==> config.mk <==
export PLATFORM = sky130hd
export DESIGN_NAME = avt_merge
export DESIGN_NICKNAME = d
export VERILOG_FILES = /design/src/hw/rtl/avt_pkg.sv /design/src/hw/rtl/avt_merge.sv
export SDC_FILE = /design/constraint.sdc
export NUM_CORES = 1
export LEC_CHECK = 0
export BUFFER_PORTS_ARGS = -buffer_cell sky130_fd_sc_hd__buf_2
export CORE_ASPECT_RATIO = 0.5
export CORE_MARGIN = 4
export CORE_UTILIZATION = 35
export CTS_CLUSTER_DIAMETER = 150
export DETAILED_ROUTE_END_ITERATION = 7
export PLACE_DENSITY = 0.68
export SETUP_SLACK_MARGIN = 0.3
export SLEW_MARGIN = 15
export SYNTH_ARGS = -nofsm -noshare
export SYNTH_HDL_FRONTEND = slang
export SYNTH_SLANG_ARGS = --single-unit
==> constraint.sdc <==
create_clock -name clk -period 2 [get_ports clk]
set_clock_uncertainty 0.15 [all_clocks]
set_input_delay 0.4 -clock clk [delete_from_list [all_inputs] [get_ports clk]]
set_output_delay 0.4 -clock clk [all_outputs]
set_load 0.01 [all_outputs]
==> src/hw/rtl/avt_pkg.sv <==
// Shared mode codes and pipeline control types for the affine vertex transform.
`timescale 1ns / 1ps

package avt_pkg;

	localparam int MODE_W = 3;
	localparam int INDEX_W = 4;
	localparam int LANES = 4;
	localparam int TERMS = 4;

	localparam logic [MODE_W-1:0] MODE_LOAD    = 3'd0;
	localparam logic [MODE_W-1:0] MODE_FULL    = 3'd1;
	localparam logic [MODE_W-1:0] MODE_POINT   = 3'd2;
	localparam logic [MODE_W-1:0] MODE_ROTATE  = 3'd3;
	localparam logic [MODE_W-1:0] MODE_INV_ROT = 3'd4;
	localparam logic [MODE_W-1:0] MODE_RIGID   = 3'd5;
	localparam logic [MODE_W-1:0] MODE_UNTRANS = 3'd6;

	// Load enables for the two lane stages.
	typedef struct packed {
		logic ld_s2;
		logic ld_s3;
	} avt_lane_ctl_t;

	// Load enable and incoming valid for the output register.
	typedef struct packed {
		logic load;
		logic valid;
	} avt_out_ctl_t;

endpackage

==> src/hw/rtl/avt_merge.sv <==
// Output register that gathers the lane results and folds their clamp flags.
`timescale 1ns / 1ps

module avt_merge #(
	parameter int DATA_WIDTH = 32
) (
	input  logic                          clk,
	input  logic                          arst_n,
	input  avt_pkg::avt_out_ctl_t         ctl,
	input  logic signed [DATA_WIDTH-1:0]  lane_res [avt_pkg::LANES],
	input  logic [avt_pkg::LANES-1:0]     lane_sat,
	input  logic                          pre_sat,
	output logic                          out_valid,
	output logic signed [DATA_WIDTH-1:0]  out_x,
	output logic signed [DATA_WIDTH-1:0]  out_y,
	output logic signed [DATA_WIDTH-1:0]  out_z,
	output logic signed [DATA_WIDTH-1:0]  out_w,
	output logic                          saturated
);

	import avt_pkg::*;

	logic                          valid_q;
	logic signed [DATA_WIDTH-1:0]  res_q [LANES];
	logic                          sat_q;

	always_ff @(posedge clk or negedge arst_n) begin
		if (!arst_n) begin
			valid_q <= 1'b0;
		end else if (ctl.load) begin
			valid_q <= ctl.valid;
		end
	end

	always_ff @(posedge clk) begin
		if (ctl.load) begin
			for (int i = 0; i < LANES; i++) begin
				res_q[i] <= lane_res[i];
			end
			sat_q <= (|lane_sat) | pre_sat;
		end
	end

	assign out_valid = valid_q;
	assign out_x = res_q[0];
	assign out_y = res_q[1];
	assign out_z = res_q[2];
	assign out_w = res_q[3];
	assign saturated = sat_q;

endmodule

### Word-level counts from Yosys, hierarchy flattened

Memories as Yosys holds them, arrays and structs flattened.
Cells that the tools add are included.
W data, S select, Z words.

* register bits: 2
* RAM bits: 128
* bits of input ports: 137
* output and inout bits: 130
* logic and storage cells: 7
* memories kept: 1

Memory list
* res_q: words 4, bits a word 32, rd ports 4, clocked after memory_dff 0, wr ports 4, RTL line avt_merge.sv:24 `logic signed [DATA_WIDTH-1:0] res_q [LANES];`

* multiplexer cells: 2
* bitwise operators: 1
* reductions and logical operators: 1

Operators by type and width (number)
* $reduce_or A4 Y1: 1
* $mux W1: 2
* $or A1 B1 Y1: 1

### Longest topological paths before layout

Gate-level depths: netlist of the first run.

* word-level depth: 2
* depth in mapped cells: 2
* depth with buffers taken out: 2

### Least setup slack after synthesis of the first run

OpenSTA, ideal clock, no wires.

* kind: input to register
* start point: input port pre_sat
* end point: register sat_q, in the netlist saturated (data pin)
* library setup time: 257 ps
* data arrival time: 615 ps
* required time: 1593 ps
* setup slack: 978 ps
* stages: 2
* path buffers: 0
* cell sequence: nor3_1 nand2_1

* word-level cells in the longest chain between the ends: 1

Ends and longest elaborated chain
* start, declared: RTL line avt_merge.sv:12 `input logic pre_sat,`
* $or A1 B1 Y1: RTL line avt_merge.sv:40 `sat_q <= (|lane_sat) | pre_sat;`
* end signal, assigned: RTL line avt_merge.sv:40
* end, declared: RTL line avt_merge.sv:25 `logic sat_q;`

Every way passes these cells.
A chain may end at the register's enable or synchronous reset.

==> results of run 1 <==
## cells in the mapped netlist
library cell,n
edfxtp_1,129
mux2_4,1
dfrtp_1,1
nor2_1,1
nor3_1,1
nand2_1,1
## power breakdown
part | total [W] | leakage (nW) | switching, W | internal (W)
registers | 0.00329 | 1.27 | 0.0000531 | 0.00324
logic | 0.000558 | 1.15 | 0.000298 | 0.000260
clock network | 0.00293 | 0.264 | 0.00111 | 0.00182
## worst paths after layout
check / start / to / slack (ns) / cells after the start
worst max-delay path: res_q[0][14] / out_x[14] / 0.47 / 1
worst min-delay path: lane_res[74] / res_q[1][10] / 0.02 / 1
worst max register to register: out_valid / out_valid / 1.09 / 1
worst min register to register: out_valid / out_valid / 0.37 / 1
max in group asynchronous: arst_n / out_valid / 1.45 / 2
min in group asynchronous: arst_n / out_valid / 0.17 / 2
## metrics by stage
step           hold WS [ns]  cell area, sq um  util, %
3_5_place_dp         0.0272              5490     50.0
6_report             0.0216              6220     56.6
3_3_place_gp         0.0278              5490     50.0
4_1_cts             0.00244              6070     55.2
2_1_floorplan       -0.0456              3930        -
5_1_grt            -0.00123              6220     56.6
## kinds of logic after synthesis
| family | count (synthesis) |
|---|---|
| and+or+nand+nor | 3 |
| DFF | 130 |
| muxes | 1 |
## flip-flops by register name, indices dropped and copies added, names as in the netlist
signal / flops
res_q: 128
out_valid: 1
saturated: 1
## per-layer routing
layer	part of all wire, %	global-route usage (%)
met1	37	17.0
met3	3.6	4.58
met4	1.9	6.64
met5	0	0
met2	58	29.8
## final cells by class
class                   count  area [sq um]  share of cell area (%)
flip-flops and latches    130          3900                    62.7
repair buffers            285          1540                    24.8
clock buffers              17           425                    6.84
well taps                 145           181                    2.92
clock inverters            15           141                    2.27
multi-input cells           4          27.5                   0.443
==> impl_metrics.csv, run 1 <==
group,metric,value,unit
routing,wl_per_cell,17.7,um
timing,layout_setup_ws,0.472,ns
global_routing,grt_overflow,0,
setup_path,path_class,"flip-flop to output pin",
setup_path,cp-end-kind,"output pin",
routing,viasPerCell,4.19,
yosys,synth_mux_area_share,0.382,%
timing,slew_violations,0,
yosys,avgSynthCellArea,29.3,sq um
worst_hold_path,hp-class,"primary input to flip-flop",
die,rows,27,
setup_path,cp_slowest_stage_delay,0.41,ns
timing,hold_viol,0,
cells_and_area,layout.cells.non_filler,596,
clock_network,cts_root_buf,"clkbuf_16",
placed_design,place_ws,0.471,ns
setup_path,cp_slowest_cell,"edfxtp_1",
yosys,synth_compound_area_share,0,%
yosys,synthSimpleGateAreaFrac,0.319,%
placed_design,globalplace.congestion,0.785,
clock_network,hold_buffers,1,
cells_and_area,layout_common_cells,"buf_2, edfxtp_1, clkbuf_16, dlygate4sd3_1, clkinvlp_4",
clock_network,clock_sinks,130,
clock_network,post_cts_resize_count,0,
yosys,syn_inst,134,
yosys,synth_nets,271,
setup_path,cpLargestDelayFamily,"flip-flops",
routing,drtAntennaViolNets,0,
clock_network,insertion_delay,0.39,ns
yosys,synth_top_family_by_area,"multiplexers",
flow_run,max_cap_viol_count,0,
die,initial_core_util,35.8,%
timing,fin_setup_tns,0,ns
setup_path,cp_max_fo,1,
timing,rsz0062_at_grt,"no",
yosys,synth-xor-area-share,0,%
cells_and_area,n_fill_cell,915,
cells_and_area,nets,575,
yosys,synth.yosys.seq_area_share,99.3,%
setup_path,critPathArrivalTime,0.98,ns
timing,period_share,76.4,%
timing,relSlewSlack,77.0,%
clock_network,cts_made_buffers,17,
routing,drtIter0Drc,103,
timing,tightestPinTransition,0.345,ns
clock_network,postCtsSetupBuffers,0,
yosys,synth_area,3930,sq um
placed_design,dp_cells,548,
global_routing,antenna_found_initial,0,
yosys,synth_area_leaders,"edfxtp_1, dfrtp_1, mux2_4, nor3_1, nand2_1",
clock_network,cts.clk_slew.worst_paths,0.06,ns
yosys,synth_top_area_share,98.7,%
cells_and_area,drive_above_1_share,66.3,%
global_routing,grt_max_degree,49,
setup_path,cp.required,1.45,ns
yosys,ys_seq_elements,130,
clock_network,clock_path_buffers,2,
status,run_status,"finished, final reports clean",
cells_and_area,final_common_cell,"buf_2",
yosys,yosysTopAreaCell,"edfxtp_1",
power,ir_drop,0.578,mV
power,total_power,0.00678,W
yosys,yosysWarnings,0,
routing,drt_pass1_iterations,4,
clock_network,tritoncts,"yes",
power,cellPowerDensity,1090,nW/um^2
yosys,synth_fa_ha_area_share,0,%
die,ios,267,
cells_and_area,syn2layout_area_growth,58.3,%
yosys,synth_cell_types,6,
global_routing,grt_pass1_wl,15300,um
routing,vias,2500,
cells_and_area,antennaDiodeCount,0,
die,die-area,13100,sq um
timing,period_minus_slack,1.53,ns
global_routing,grt_use_total,16.1,%
setup_path,path_buf_inv,1,
die,fp.coreArea,11000,sq um
timing,final-setup-viol-count,0,
die,die_y,82.9,um
placed_design,io_buffers,266,
power,leakage,2.69,nW
setup_path,crit_chain,"buf_2",
routing,routed_wl,10600,um
timing,fmax,654,MHz
routing,drc,0,
clock_network,h-tree-depth,4,
setup_path,cp-start-kind,"flip-flop",
global_routing,grt_pass1_vias,2736,
die,die_w,158,um
No activity file was read; power rests on OpenSTA's default activity.
==> inputs of run 2 (changes only) <==
--- a/config.mk
+++ b/config.mk
@@ -5,13 +5,14 @@
 export SDC_FILE = /design/constraint.sdc
 export NUM_CORES = 1
 export LEC_CHECK = 0
+export ABC_AREA = 1
 export BUFFER_PORTS_ARGS = -buffer_cell sky130_fd_sc_hd__buf_2
 export CORE_ASPECT_RATIO = 0.5
 export CORE_MARGIN = 4
 export CORE_UTILIZATION = 35
 export CTS_CLUSTER_DIAMETER = 150
 export DETAILED_ROUTE_END_ITERATION = 7
-export PLACE_DENSITY = 0.68
+export PLACE_DENSITY = 0.71
 export SETUP_SLACK_MARGIN = 0.3
 export SLEW_MARGIN = 15
 export SYNTH_ARGS = -nofsm -noshare
==> constraint.sdc (replaced) <==
create_clock -name clk -period 1.33 [get_ports clk]
set_clock_uncertainty 0.15 [all_clocks]
set_input_delay 0.266 -clock clk [delete_from_list [all_inputs] [get_ports clk]]
set_output_delay 0.266 -clock clk [all_outputs]
set_load 0.01 [all_outputs]
==> run 2 against run 1 <==
Against the previous run:
- the flow now stops in clock tree synthesis
- synthesized cell count rose by 2.2%
- synthesized area barely moved
==> impl_metrics.csv, run 2 <==
group,metric,value,unit
status,run_status,"did not finish",
die,die_w,158,um
clock_network,postCtsSetupBuffers,0,
clock_network,cts_root_buf,"clkbuf_16",
placed_design,globalplace.congestion,0.895,
clock_network,clock_path_buffers,2,
die,rows,27,
yosys,ys_seq_elements,130,
yosys,synth_cell_types,7,
yosys,synth.yosys.seq_area_share,99.3,%
yosys,synth_ff_type,"edfxtp_1",
die,die_y,82.9,um
yosys,synth_nets,274,
yosys,synth_area,3930,sq um
die,initial_core_util,35.8,%
yosys,synth_area_leaders,"edfxtp_1, dfrtp_1, inv_1, nor2_1, nand3_1",
status,lastStage,"clock tree synthesis",
clock_network,cts_made_buffers,17,
yosys,avgSynthCellArea,28.7,sq um
yosys,yosys-top-cells-count,"edfxtp_1, inv_1, nor2_1",
yosys,synth_top_area_share,98.6,%
yosys,async_reset_ff_share,0.769,%
die,ios,267,
clock_network,post_cts_resize_count,0,
clock_network,hold_buffers,117,
yosys,yosysTopAreaCell,"edfxtp_1",
yosys,yosysWarnings,0,
yosys,synth-edff-count,129,
yosys,syn_inst,137,
clock_network,clock_sinks,130,
placed_design,hpwl,8400,um
clock_network,h-tree-depth,4,
status,error,"[ERROR RSZ-0060] Max buffer count reached.",
yosys,yosysMostFrequentCell,"edfxtp_1",
placed_design,io_buffers,266,
placed_design,dp_cells,551,
==> run 2: changes by cell type after synthesis, sizes merged <==
cell	before	now
inv	0	2
mux2	1	0
nand3	0	1
nor2	1	2
nor3	1	0
o21ai	0	1
==> run 2: logic make-up after synthesis <==
family,count (synthesis),share of synthesized area (%)
DFF,130,99.3
and+or+nand+nor,4,0.414
buffers and inverters,2,0.191
AOI/OAI and AO/OA,1,0.127
==> run 2: metrics by stage <==
step                utilization (%)  setup slack, ns  instance area [sq um]
floorplan                         -            0.513                   3930
global placement               50.1            0.137                   5500
detailed placement             50.1            0.118                   5500
==> inputs of run 3 (changes only) <==
--- a/config.mk
+++ b/config.mk
@@ -7,13 +7,10 @@
 export LEC_CHECK = 0
 export ABC_AREA = 1
 export BUFFER_PORTS_ARGS = -buffer_cell sky130_fd_sc_hd__buf_2
-export CORE_ASPECT_RATIO = 0.5
 export CORE_MARGIN = 4
-export CORE_UTILIZATION = 35
-export CTS_CLUSTER_DIAMETER = 150
+export CORE_UTILIZATION = 20
 export DETAILED_ROUTE_END_ITERATION = 7
-export PLACE_DENSITY = 0.71
-export SETUP_SLACK_MARGIN = 0.3
+export PLACE_DENSITY_LB_ADDON = 0.15
 export SLEW_MARGIN = 15
 export SYNTH_ARGS = -nofsm -noshare
 export SYNTH_HDL_FRONTEND = slang
==> constraint.sdc (replaced) <==
create_clock -name clk -period 1.75 [get_ports clk]
set_clock_uncertainty 0.15 [all_clocks]
set_input_delay 0.35 -clock clk [delete_from_list [all_inputs] [get_ports clk]]
set_output_delay 0.35 -clock clk [all_outputs]
set_load 0.01 [all_outputs]
==> run 3 against run 2 <==
Against the previous run:
- the run now ends clean
- synthesized area stayed put
- synthesized cell count stayed put
==> impl_metrics.csv, run 3 <==
group,metric,value,unit
setup_path,crit_chain,"buf_2",
placed_design,io_buffers,266,
clock_network,clock_sinks,130,
cells_and_area,largest_reg_flops,128,
setup_path,cp_slowest_cell,"edfxtp_1",
die,die-area,21900,sq um
routing,vias,2974,
clock_network,h-tree-depth,4,
yosys,ys_seq_elements,130,
global_routing,grt_use_total,11.3,%
clock_network,post_cts_resize_count,0,
routing,viasPerCell,3.59,
cells_and_area,n_fill_cell,1837,
setup_path,path_class,"flip-flop to output pin",
cells_and_area,final_common_cell,"buf_2",
power,clkPwrFrac,42.8,%
setup_path,path_buf_inv,1,
yosys,synth_top_area_share,98.6,%
timing,fin_setup_tns,0,ns
yosys,synth_cell_types,7,
yosys,avgSynthCellArea,28.7,sq um
yosys,synth_ff_type,"edfxtp_1",
yosys,yosysMostFrequentCell,"edfxtp_1",
die,die_w,148,um
setup_path,cp_slowest_stage_delay,0.41,ns
yosys,yosysTopAreaCell,"edfxtp_1",
power,combPwrFrac,10.6,%
routing,routed_wl,12200,um
global_routing,grt_overflow,0,
global_routing,antenna_found_initial,1,
cells_and_area,layout.cells.non_filler,829,
cells_and_area,multi_input_area,21.3,sq um
power,leakage,3.18,nW
setup_path,critPathArrivalTime,0.99,ns
global_routing,grt_max_degree,49,
power,power.internal,0.00616,W
power,p_sw,0.00189,W
timing,final-setup-viol-count,0,
yosys,synth-edff-count,129,
global_routing,grt_pass1_wl,18700,um
cells_and_area,nets,692,
die,die_y,148,um
clock_network,cts_made_buffers,17,
timing,slew_violations,0,
setup_path,cp_max_fo,1,
cells_and_area,regMostFlops,"res_q",
timing,tightestPinTransition,0.269,ns
setup_path,cpLargestDelayFamily,"flip-flops",
routing,drt_pass1_iterations,4,
timing,hold_viol,0,
yosys,async_reset_ff_share,0.769,%
power,cellPowerDensity,1070,nW/um^2
cells_and_area,seq_area,3900,sq um
yosys,synth_nets,274,
setup_path,cp-start-kind,"flip-flop",
timing,period_share,85.3,%
timing,period_minus_slack,1.49,ns
die,initial_core_util,20.7,%
timing,rsz0062_at_grt,"no",
clock_network,cts.clk_slew.worst_paths,0.07,ns
yosys,synth_area_leaders,"edfxtp_1, dfrtp_1, inv_1, nor2_1, nand3_1",
placed_design,dp_cells,666,
flow_run,max_cap_viol_count,0,
yosys,yosys-top-cells-count,"edfxtp_1, inv_1, nor2_1",
placed_design,globalplace.congestion,0.754,
setup_path,cp-end-kind,"output pin",
status,run_status,"finished, final reports clean",
worst_hold_path,hp-class,"primary input to flip-flop",
routing,drtAntennaViolNets,0,
timing,holdWs,0.0592,ns
clock_network,clock_path_buffers,2,
clock_network,tritoncts,"yes",
setup_path,cp.required,1.25,ns
yosys,synth.yosys.seq_area_share,99.3,%
global_routing,grt_pass1_vias,3419,
timing,relSlewSlack,82.1,%
cells_and_area,drive_above_1_share,52.8,%
die,ios,267,
power,seqPwrFrac,46.6,%
power,ir_drop,0.630,mV
clock_network,cts_root_buf,"clkbuf_16",
yosys,yosysWarnings,0,
routing,drc,0,
power,switching_share,23.5,%
timing,fmax,670,MHz
yosys,synth_area,3930,sq um
die,rows,50,
cells_and_area,syn2layout_area_growth,91.6,%
routing,drtIter0Drc,80,
die,fp.coreArea,19000,sq um
routing,wl_per_cell,14.7,um
clock_network,insertion_delay,0.41,ns
cells_and_area,layout_common_cells,"buf_2, dlygate4sd3_1, edfxtp_1, clkbuf_16, inv_6",
yosys,syn_inst,137,
placed_design,hpwl,8800,um
==> run 3: layer usage <==
metal  up-vias  global-route usage, %  wire [um]
met2       177                   18.5       6070
met3        32                   6.46       1490
met1      1364                   11.3       4150
li1       1401                      -          -
met4         0                   6.65        503
met5         -                      0          0
==> run 3: repair_timing <==
action | in CTS | in global routing
hold buffers | 130 | 0
buffers inserted | 0 | 0
endpoints found under the hold margin | 130 | 0
==> run 3: cells by family after synthesis <==
logic type	share of synthesized area (%)
AOI/OAI and AO/OA	0.127
buffers and inverters	0.191
DFF	99.3
and+or+nand+nor	0.414
==> run 3: layout make-up <==
cell class / instances / area share, %
repair buffers: 399 / 35.8
diodes: 1 / 0.0333
clock inverters: 15 / 1.98
clock buffers: 17 / 5.65
well taps: 260 / 4.32
flip-flops and latches: 130 / 51.8
multi-input cells: 5 / 0.283
inverters: 2 / 0.0998
==> run 3: worst paths after layout <==
check	startpoint	cells after the start	slack, ns	endpoint
max	res_q[3][16]	1	0.26	out_w[16]
min in group asynchronous	arst_n	2	0.09	out_valid
min	pre_sat	3	0.06	saturated
min reg2reg	out_valid	2	0.36	out_valid
max in group asynchronous	arst_n	2	1.28	out_valid
max reg2reg	out_valid	2	1.01	out_valid
==> run 3: per-stage QoR <==
| stage | total power, W | setup slack (ns) | utilization [%] | cell area, sq um |
|---|---|---|---|---|
| finish | 0.00805 | 0.258 | 39.6 | 7520 |
| global route | 0.00841 | 0.221 | 39.6 | 7520 |
| CTS | 0.00820 | 0.248 | 39.6 | 7520 |
| detailed placement | 0.00445 | 0.480 | 29.7 | 5650 |
| global placement | 0.00445 | 0.495 | 29.7 | 5650 |
| floorplan | 0.00397 | 0.849 | - | 3930 |
==> run 3: power groups by stage <==
stage / logic (W) / clock network, W / registers, W
3_5_place_dp: 0.000636 / 0 / 0.00382
3_3_place_gp: 0.000634 / 0 / 0.00382
4_1_cts: 0.000868 / 0.00358 / 0.00375
5_1_grt: 0.000923 / 0.00371 / 0.00377
2_1_floorplan: 0.00000369 / 0 / 0.00397
6_report: 0.000851 / 0.00345 / 0.00375
